`config.mk`:
```
export PLATFORM = sky130hd
export DESIGN_NAME = connect_handshake_fsm
export DESIGN_NICKNAME = d
export VERILOG_FILES = /design/src/sv/cnhs_pkg.sv /design/src/sv/connect_handshake_fsm.sv /design/src/sv/cnhs_step.sv
export SDC_FILE = /design/constraint.sdc
export NUM_CORES = 1
export LEC_CHECK = 0
export BUFFER_PORTS_ARGS = -buffer_cell sky130_fd_sc_hd__buf_4
export CAP_MARGIN = 20
export CORE_MARGIN = 8
export CORE_UTILIZATION = 30
export DETAILED_ROUTE_END_ITERATION = 16
export HOLD_SLACK_MARGIN = 0.1
export PLACE_DENSITY = 0.56
export RECOVER_POWER = 50
export SETUP_SLACK_MARGIN = 0.2
export SLEW_MARGIN = 10
export SYNTH_ARGS = -nofsm -noshare
export SYNTH_HDL_FRONTEND = slang
export SYNTH_SLANG_ARGS = --single-unit
```
`constraint.sdc`:
```
create_clock -name clock -period 3.9 [get_ports clock]
set_input_delay 0.585 -clock clock [delete_from_list [all_inputs] [get_ports clock]]
set_output_delay 0.585 -clock clock [all_outputs]
set_load 0.02 [all_outputs]
```
`src/sv/cnhs_pkg.sv`:
```
`timescale 1ns / 1ps

package cnhs_pkg;

   // Opcodes of an input beat
   localparam logic [1:0] OP_TICK   = 2'd0;
   localparam logic [1:0] OP_START  = 2'd1;
   localparam logic [1:0] OP_PACKET = 2'd2;

   // Received packet kinds
   localparam logic [1:0] RX_CON   = 2'd0;
   localparam logic [1:0] RX_SYN   = 2'd1;
   localparam logic [1:0] RX_ACK   = 2'd2;

   // Packets to send
   localparam logic [1:0] PKT_NONE = 2'd0;
   localparam logic [1:0] PKT_CON  = 2'd1;
   localparam logic [1:0] PKT_SYN  = 2'd2;
   localparam logic [1:0] PKT_ACK  = 2'd3;

   // Outcome events
   localparam logic [1:0] OUT_NONE      = 2'd0;
   localparam logic [1:0] OUT_CONNECTED = 2'd1;
   localparam logic [1:0] OUT_FAILED    = 2'd2;

   // Link phases
   localparam logic [1:0] PH_IDLE      = 2'd0;
   localparam logic [1:0] PH_WAIT_SYN  = 2'd1;
   localparam logic [1:0] PH_WAIT_ACK  = 2'd2;
   localparam logic [1:0] PH_CONNECTED = 2'd3;

   localparam logic [15:0] DEFAULT_TIMEOUT_RESET = 16'd1000;

   typedef struct packed {
      logic [1:0]  opcode;
      logic [1:0]  packet_kind;
      logic [7:0]  retry_limit;
      logic [15:0] timeout_ticks;
   } item_type;

   typedef struct packed {
      logic [1:0] send_packet;
      logic [1:0] outcome;
      logic [1:0] link_state;
      logic       handled;
   } result_type;

   // Link state apart from the timer count, whose width is a parameter
   typedef struct packed {
      logic [1:0]  phase;
      logic        opener;
      logic [7:0]  retries;
      logic        running;
      logic [15:0] delay;
   } link_type;

endpackage

```
`src/sv/connect_handshake_fsm.sv`:
```
`timescale 1ns / 1ps

// Connection setup handshake for one link, acting as opening or responding side.
// Each input beat (tick, start connect, or received packet) gives exactly one
// result beat: packet to send, connect event, link state after the beat, and
// whether a received packet was consumed. A beat is registered at the input,
// then resolved against the link state by one pass of logic as it moves into
// the result register, so the block takes one beat per cycle while the result
// channel is not stalled; the input register lets a new beat in while a result
// waits under stall. The retransmit timer is TIMER_BITS wide and loads the
// delay saturated to that width. csr_wr_data sets the responder's retransmit
// delay; write it only while no beat is in flight.
module connect_handshake_fsm #(
   parameter int TIMER_BITS = 16
) (
   input  logic        clock,
   input  logic        reset,
   // input channel
   input  logic        req_valid,
   output logic        req_stall,
   input  logic [1:0]  req_opcode,
   input  logic [1:0]  req_packet_kind,
   input  logic [7:0]  req_retry_limit,
   input  logic [15:0] req_timeout_ticks,
   // result channel
   output logic        rsp_valid,
   input  logic        rsp_stall,
   output logic [1:0]  rsp_send_packet,
   output logic [1:0]  rsp_outcome,
   output logic [1:0]  rsp_link_state,
   output logic        rsp_handled,
   // configuration
   input  logic        csr_wr_en,
   input  logic [15:0] csr_wr_data
);

   // input register
   logic                 s1_valid_ff;
   cnhs_pkg::item_type   s1_item_ff;
   // result register
   logic                 rsp_valid_ff;
   cnhs_pkg::result_type rsp_result_ff;
   // link state
   cnhs_pkg::link_type    link_ff;
   logic [TIMER_BITS-1:0] timer_ff;

   cnhs_pkg::link_type    link_in;
   logic [TIMER_BITS-1:0] timer_in;
   cnhs_pkg::result_type  result_in;
   cnhs_pkg::item_type    req_item;

   logic out_free;
   logic advance;
   logic req_take;

   assign req_item.opcode        = req_opcode;
   assign req_item.packet_kind   = req_packet_kind;
   assign req_item.retry_limit   = req_retry_limit;
   assign req_item.timeout_ticks = req_timeout_ticks;

   // result slot is free when empty or being drained this cycle
   assign out_free  = !rsp_valid_ff || !rsp_stall;
   assign advance   = s1_valid_ff && out_free;
   assign req_stall = s1_valid_ff && !out_free;
   assign req_take  = req_valid && !req_stall;

   cnhs_step #(
      .TIMER_BITS(TIMER_BITS)
   ) u_step (
      .item       (s1_item_ff),
      .link       (link_ff),
      .timer_count(timer_ff),
      .link_in    (link_in),
      .timer_in   (timer_in),
      .result     (result_in)
   );

   // handshake pipeline
   always_ff @(posedge clock) begin
      if (reset) begin
         s1_valid_ff  <= 1'b0;
         rsp_valid_ff <= 1'b0;
      end else begin
         if (req_take) begin
            s1_valid_ff <= 1'b1;
         end else if (advance) begin
            s1_valid_ff <= 1'b0;
         end
         if (advance) begin
            rsp_valid_ff <= 1'b1;
         end else if (!rsp_stall) begin
            rsp_valid_ff <= 1'b0;
         end
      end
   end

   always_ff @(posedge clock) begin
      if (req_take) begin
         s1_item_ff <= req_item;
      end
      if (advance) begin
         rsp_result_ff <= result_in;
      end
   end

   // link state commits only when its beat moves into the result register
   always_ff @(posedge clock) begin
      if (reset) begin
         link_ff.phase   <= cnhs_pkg::PH_IDLE;
         link_ff.opener  <= 1'b0;
         link_ff.retries <= 8'd0;
         link_ff.running <= 1'b0;
         link_ff.delay   <= cnhs_pkg::DEFAULT_TIMEOUT_RESET;
         timer_ff        <= '0;
      end else begin
         if (advance) begin
            link_ff  <= link_in;
            timer_ff <= timer_in;
         end
         if (csr_wr_en) begin
            // the responder follows the register; the opener keeps its own delay
            if (!link_ff.opener) begin
               link_ff.delay <= csr_wr_data;
            end
         end
      end
   end

   assign rsp_valid       = rsp_valid_ff;
   assign rsp_send_packet = rsp_result_ff.send_packet;
   assign rsp_outcome     = rsp_result_ff.outcome;
   assign rsp_link_state  = rsp_result_ff.link_state;
   assign rsp_handled     = rsp_result_ff.handled;

   // a failure always drops the link to idle
   a_fail_idle: assert property (@(posedge clock) disable iff (reset)
      (rsp_valid && (rsp_outcome == cnhs_pkg::OUT_FAILED)) |->
      (rsp_link_state == cnhs_pkg::PH_IDLE && rsp_send_packet == cnhs_pkg::PKT_NONE))
      else $error("failure event without idle link");

   // connecting is only ever answered with ACK
   a_conn_ack: assert property (@(posedge clock) disable iff (reset)
      (rsp_valid && (rsp_outcome == cnhs_pkg::OUT_CONNECTED)) |->
      (rsp_link_state == cnhs_pkg::PH_CONNECTED && rsp_send_packet == cnhs_pkg::PKT_ACK &&
       rsp_handled))
      else $error("connect event inconsistent");

   // any send leaves the timer running
   a_send_arms: assert property (@(posedge clock) disable iff (reset)
      (advance && (result_in.send_packet != cnhs_pkg::PKT_NONE)) |=> link_ff.running)
      else $error("send without timer armed");

   // a stalled result holds when no beat moves into it
   a_rsp_hold: assert property (@(posedge clock) disable iff (reset)
      (rsp_valid && rsp_stall) |=> (rsp_valid && $stable(rsp_result_ff)))
      else $error("stalled result lost");

   // the opener flag never clears once set
   a_opener_sticky: assert property (@(posedge clock) disable iff (reset)
      link_ff.opener |=> link_ff.opener)
      else $error("opener flag cleared");

endmodule

```
`src/sv/cnhs_step.sv`:
```
`timescale 1ns / 1ps

// One handshake step: current link state and one item in, next state and result out.
module cnhs_step #(
   parameter int TIMER_BITS = 16
) (
   input  cnhs_pkg::item_type    item,
   input  cnhs_pkg::link_type    link,
   input  logic [TIMER_BITS-1:0] timer_count,
   output cnhs_pkg::link_type    link_in,
   output logic [TIMER_BITS-1:0] timer_in,
   output cnhs_pkg::result_type  result
);

   logic [15:0]           delay_next;
   logic [TIMER_BITS-1:0] arm_value;
   logic [TIMER_BITS-1:0] count_dec;
   logic                  waiting;

   // New delay takes effect before the CON of a start request is armed
   assign delay_next = (item.opcode == cnhs_pkg::OP_START) ? item.timeout_ticks : link.delay;

   generate
      if (TIMER_BITS >= 16) begin : g_wide
         assign arm_value = TIMER_BITS'(delay_next);
      end else begin : g_sat
         assign arm_value = (|delay_next[15:TIMER_BITS]) ? {TIMER_BITS{1'b1}}
                                                         : delay_next[TIMER_BITS-1:0];
      end
   endgenerate

   assign count_dec = (timer_count != '0) ? timer_count - 1'b1 : timer_count;
   assign waiting   = link.phase inside {cnhs_pkg::PH_WAIT_SYN, cnhs_pkg::PH_WAIT_ACK};

   always_comb begin
      link_in            = link;
      link_in.delay      = delay_next;
      timer_in           = timer_count;
      result.send_packet = cnhs_pkg::PKT_NONE;
      result.outcome     = cnhs_pkg::OUT_NONE;
      result.handled     = 1'b0;

      case (item.opcode)
         cnhs_pkg::OP_TICK: begin
            if (link.running) begin
               timer_in = count_dec;
               if ((count_dec == '0) && waiting) begin
                  if (link.opener && (link.retries != 8'd0)) begin
                     link_in.retries = link.retries - 8'd1;
                  end
                  if (link.opener && (link.retries == 8'd1)) begin
                     // retry budget used up
                     result.outcome  = cnhs_pkg::OUT_FAILED;
                     link_in.phase   = cnhs_pkg::PH_IDLE;
                     link_in.running = 1'b0;
                  end else begin
                     result.send_packet = (link.phase == cnhs_pkg::PH_WAIT_SYN) ?
                                          cnhs_pkg::PKT_CON : cnhs_pkg::PKT_SYN;
                     timer_in           = arm_value;
                     link_in.running    = 1'b1;
                  end
               end
            end
         end
         cnhs_pkg::OP_START: begin
            result.send_packet = cnhs_pkg::PKT_CON;
            timer_in           = arm_value;
            link_in.running    = 1'b1;
            link_in.phase      = cnhs_pkg::PH_WAIT_SYN;
            link_in.opener     = 1'b1;
            link_in.retries    = item.retry_limit;
         end
         cnhs_pkg::OP_PACKET: begin
            if (link.opener) begin
               if (item.packet_kind == cnhs_pkg::RX_SYN) begin
                  if (link.phase == cnhs_pkg::PH_WAIT_SYN) begin
                     link_in.phase  = cnhs_pkg::PH_CONNECTED;
                     result.outcome = cnhs_pkg::OUT_CONNECTED;
                  end
                  result.send_packet = cnhs_pkg::PKT_ACK;
                  timer_in           = arm_value;
                  link_in.running    = 1'b1;
                  result.handled     = 1'b1;
               end
            end else begin
               if (item.packet_kind == cnhs_pkg::RX_CON) begin
                  result.send_packet = cnhs_pkg::PKT_SYN;
                  timer_in           = arm_value;
                  link_in.running    = 1'b1;
                  if (link.phase == cnhs_pkg::PH_IDLE) begin
                     link_in.phase = cnhs_pkg::PH_WAIT_ACK;
                  end
                  result.handled = 1'b1;
               end else if (item.packet_kind == cnhs_pkg::RX_ACK) begin
                  // responder connects silently
                  if (link.phase == cnhs_pkg::PH_WAIT_ACK) begin
                     link_in.phase = cnhs_pkg::PH_CONNECTED;
                  end
                  result.handled = 1'b1;
               end
            end
         end
         default: begin
         end
      endcase

      result.link_state = link_in.phase;
   end

endmodule
```
== Yosys cells after proc, flatten, opt, wreduce, memory -nomap -nowiden ==
Cells that the tools add are included.

* Add/subtract/negate cells: 2
* Equality and inequality tests: 13
* Multiplexer cells: 52
* Reductions and logical operators: 25

{| class="wikitable"
|+ Operators by type and width
! operator !! number
|-
| $mux W16 || 11
|-
| $pmux W16 S3 || 1
|-
| $mux W2 || 16
|-
| $mux W9 || 2
|-
| $logic_not A16 Y1 || 1
|-
| $pmux W8 S2 || 1
|-
| $reduce_bool A16 Y1 || 1
|-
| $sub A16 B1 Y16 const B || 1
|-
| $mux W1 || 13
|-
| $mux W4 || 3
|-
| $pmux W2 S3 || 2
|-
| $reduce_and A5 Y1 || 2
|-
| $eq A8 B1 Y1 const B || 1
|-
| $mux W8 || 1
|-
| $reduce_bool A8 Y1 || 1
|-
| $sub A8 B1 Y8 const B || 1
|-
| $eq A2 B1 Y1 const B || 3
|-
| $eq A2 B2 Y1 const B || 3
|-
| $logic_and A1 B1 Y1 || 6
|-
| $logic_not A2 Y1 || 3
|-
| $ne A2 B1 Y1 const B || 3
|-
| $ne A3 B2 Y1 const B || 2
|-
| $reduce_bool A2 Y1 || 3
|-
| $logic_not A1 Y1 || 4
|-
| 7 further kinds || 7
|}

* Word-level logic and storage cells: 108
* Bits in registers: 81
* Input port bits: 49
* Output and inout port bits: 9

== Logic depth before layout (Yosys ltp) ==
* Depth in word-level cells: 7
* Gate-level depth with buffers: 12

== By module ==
A second synthesis with hierarchy kept.

* Cells, all modules: 711
* Area total of the unflattened synthesis: 5371.4 um^2

{| class="wikitable"
|+ By module, submodules not included
! module !! cells an instance !! times used !! sequential area each (um^2) !! area an instance (um^2)
|-
| connect_handshake_fsm || 257 || 1 || 1971.9 || 2825.2
|-
| cnhs_step || 454 || 1 || 0.0 || 2546.2
|}

== Least setup slack after synthesis ==
Ideal clock, no wire load.

* Kind: flip-flop to flip-flop
* From: reg timer_ff[0]
* To: reg link_ff[18] (netlist bit)
* Clock period less this slack: 2.855 ns
* Slack: 1.045 ns
* Cell stages (with the launch flop): 12
* Data required time: 3.766 ns
* Arrival: 2.721 ns
* Setup time: 0.134 ns
* Path buffers: 2
* Cell sequence: dfxtp_1 buf_2 inv_1 ha_1 nor3b_2 a311o_1 a2111oi_2 nand4_1 buf_2 o32a_4 nor4_1 a211oi_1

* Word-level cells in the longest chain between the ends: 6
* Elaborated cells on any way between the ends: 7
* Classes of those cells: add/sub (1); eq/ne (1); mux (1); reduce/logical (4)

{| class="wikitable"
|+ Ends and longest elaborated chain
! element !! line !! source
|-
| from (decl) || connect_handshake_fsm.sv:45 || <nowiki>logic [TIMER_BITS-1:0] timer_ff;</nowiki>
|-
| from (signal assigned) || connect_handshake_fsm.sv:118 || <nowiki>timer_ff <= timer_in;</nowiki>
|-
| $sub A16 B1 Y16 / $reduce_bool A16 Y1 (equally long branches) || cnhs_step.sv:32 || <nowiki>assign count_dec = (timer_count != '0) ? timer_count - 1'b1 : timer_count;</nowiki>
|-
| $mux W16 * || cnhs_step.sv:32 ||
|-
| $logic_not A16 Y1 * || cnhs_step.sv:47 || <nowiki>if ((count_dec == '0) && waiting) begin</nowiki>
|-
| $logic_and A1 B1 Y1 * || cnhs_step.sv:47 ||
|-
| $ne A2 B1 Y1 (no source line) * || -- ||
|-
| $reduce_and A5 Y1 (no source line) * || -- ||
|-
| to (signal assigned) || connect_handshake_fsm.sv:117 || <nowiki>link_ff <= link_in;</nowiki>
|-
| to (decl) || connect_handshake_fsm.sv:44 || <nowiki>cnhs_pkg::link_type link_ff;</nowiki>
|}

Mark *: on every way between the ends. The rest lies on a longest branch, timed or not.
A chain may end at the register's enable or synchronous reset.

== Final worst setup path ==
* From: reg timer_ff[6]
* To: reg timer_ff[1]

* Word-level cells in the longest chain between the ends: 7
* Elaborated cells on any way between the ends: 9
* Classes of those cells: add/sub (1); mux (5); reduce/logical (3)

{| class="wikitable"
|+ Ends and longest elaborated chain
! element !! line !! source
|-
| $sub A16 B1 Y16 / $reduce_bool A16 Y1 (equally long branches) || cnhs_step.sv:32 ||
|-
| $mux W16 * || cnhs_step.sv:32 ||
|-
| $logic_not A16 Y1 || cnhs_step.sv:47 ||
|-
| $logic_and A1 B1 Y1 || cnhs_step.sv:47 ||
|-
| $mux W16 * || cnhs_step.sv:47 ||
|-
| $mux W16 * || cnhs_step.sv:45 || <nowiki>if (link.running) begin</nowiki>
|-
| $pmux W16 S3 * || cnhs_step.sv:43 || <nowiki>case (item.opcode)</nowiki>
|}

Mark *: on every way between the ends. The rest lies on a longest branch, timed or not. The select of a mux whose other input is x is not followed.

==> impl_metrics.toml <==
[cells_and_area]
final_common_cell = "nor2_1"
drive_gt1_frac = 0.193
num_antenna_cells = 0
layout.nets = 588
fin_cells = 722
layout_common_cells = "nor2_1, dfxtp_1, buf_4, edfxtp_1, nand2_1"
area_growth_pct = 19.3

[floorplanning]
die_w_um = 139
die_h_um = 139
initial_core_util = 0.303
rows = 45
core_mm2 = 0.0150
dieArea_mm2 = 0.0194
io_pins = 58

[timing]
grt_setup_unrepaired = "false"
slew_violations = 72
finalHoldViolCount = 0
skew_ns = 0.00551
max_slew_margin = -0.391
tns_ns = 0
max_slew.worst_pin.slew_ns = 2.09
period_share = 0.840
fmax_ghz = 0.305
min_period_ns = 3.27
setup-violations-final = 0

[yosys]
synthCells = 480
synth.cell_area_mm2 = 0.00455
yosysSeqAreaShare = 0.433
async_flop_share = 0
synth_area_leaders = "edfxtp_1, dfxtp_1, mux2i_1"
synth_cell_type_count = 67
syn_avg_cell_area_um2 = 9.49
synth_edf_count = 35
syn-num-nets = 539
netlist.area_leader.share = 0.231
ys_ff_latch = 81
yosys.area.top_type = "edfxtp_1"
synth_ff_type = "dfxtp_1"
ys_warn_count = 0

[detailed_routing]
drc = 0
antenna_left = 0
vias = 3933
dr.pass1.iters = 4
vias_per_cell = 5.45
wl_per_cell_um = 16.7
drt_iter0_drc = 276
wl_um = 12100

[setup_path]
crit_fanout = 14
rr_startpoint = "timer_ff[6]"
endpoint_kind = "flop"
rr_worst_depth = 8
crit_start = "timer_ff[6]"
cp_data_required_time_ns = 4.12
cp-start-kind = "flop"
rrSetupSlack_ns = 0.63
crit_type = "flop to flop"
cp.arrival_ns = 3.50

[global_routing]
grtUsageMet3 = 0.0233
grt_busiest_layer = "met2"
antenna_found_initial = 0
grt_usage = 0.128
grt_max_degree = 43
grt_pass1_wl_um = 20100
grtUsageMet1 = 0.171
grt_overflow = 0
grt_pass1_vias = 3869
use_met2 = 0.196

[clock_tree]
cts-root-buf = "clkbuf_16"
cts.clk_slew.worst_paths_ns = 0.06
ctsHtreeMaxLevel = 3
clock_sinks = 81
clock_latency_ns = 0.34
cts_buffers = 9
cts_buffer_depth = 2
hold_buffers = 0
cts_tree = "yes"

[job]
maxCapViolations = 2

[placement]
dpl.hpwl_um = 8700
gp_congestion = 0.903
place_inst = 704
portBuffers = 57

[power]
p_per_area_mw_per_mm2 = 433
irDropWorstVdd_v = 0.000221
p_leak_uw = 0.00192

[run_status]
violations = "capacitance limit, slew limit"
status = "finished, violations left"

[min_path]
hold_path_class = "input port to flop"
hp-start = "req_timeout_ticks[5]"
whs_path_depth = 1
## worst paths after layout
path / end
setup / recovery: timer_ff[1]
hold / removal: s1_item_ff[5]
setup reg to reg: timer_ff[1]
hold reg to reg: rsp_valid
## per-layer routing
metal,up-vias,routed length [µm]
met1,1869,5750
met2,119,5440
met3,15,641
met4,0,263
li1,1930,-
met5,-,0
## Yosys cell counts, types with 13 or more instances
master	number
a211oi_1	17
a21oi_1	30
clkbuf_1	20
dfxtp_1	46
edfxtp_1	35
inv_1	22
mux2i_1	19
nand2_1	32
nand3_1	16
nor2_1	47
nor3_1	13
nor4_1	13
o21ai_0	22
## kinds of logic (layout without fill, tap and decap cells)
group                      after synthesis  in the layout  synth area share
AOI/OAI and AO/OA                      137            137             0.225
muxes                                   22             22            0.0492
xor gates and xnor gates                 3              3           0.00577
adders and majority gates               10             10            0.0275
and+or+nand+nor                        169            169             0.205
buffers and inverters                   58            112            0.0547
DFF                                     81             81             0.433
## layout make-up
| class | count | area, µm² |
|---|---|---|
| inverters | 24 | 90.1 |
| well taps | 188 | 235 |
| repair buffers | 72 | 526 |
| clock buffers | 13 | 250 |
| fillers | 1509 | 9600 |
| flip-flops and latches | 81 | 1970 |
| clock inverters | 3 | 17.5 |
| multi-input cells | 341 | 2340 |
## repair_timing
item                                   in CTS  in global routing
endpoints found under the hold margin       0                  0
setup buffers                               0                  2
setup endpoints to repair                   0                 13
resized for setup                           0                  1
## power by group
group / switching (µW) / internal (µW) / total [µW]
Clock: 332 / 447 / 779
Combinational: 345 / 238 / 583
Sequential: 51.7 / 940 / 992
Total: 729 / 1630 / 2350
## sequential cells by signal, indices dropped and copies added, names as in the netlist
signal           flops
link_ff             28
s1_item_ff          28
timer_ff            16
rsp_link_state       2
rsp_outcome          2
rsp_send_packet      2
rsp_handled          1
rsp_valid            1
s1_valid_ff          1
## through the flow
stage	util	instance area (µm²)	hold WS [ns]	setup slack [ns]	power, µW
6_report	0.362	5440	0.435	0.626	2350
5_1_grt	0.362	5440	0.421	0.269	2490
4_1_cts	0.362	5440	0.402	0.352	2370
3_5_place_dp	0.344	5170	0.478	0.364	1580
3_3_place_gp	0.343	5150	0.458	0.475	1580
2_1_floorplan	-	4550	0.442	1.04	1430
## critical path: stages, from the launching register on
cell and delay, ns:
dfxtp_1 0.43, nor4_4 0.66, a41oi_1 0.39, a2111oi_4 0.33, nand3_2 0.31, o31ai_2 0.29
buf_4 0.23, o21ai_0 0.11, a2111oi_2 0.39
Note: power is estimated with default switching activity, not from simulation.
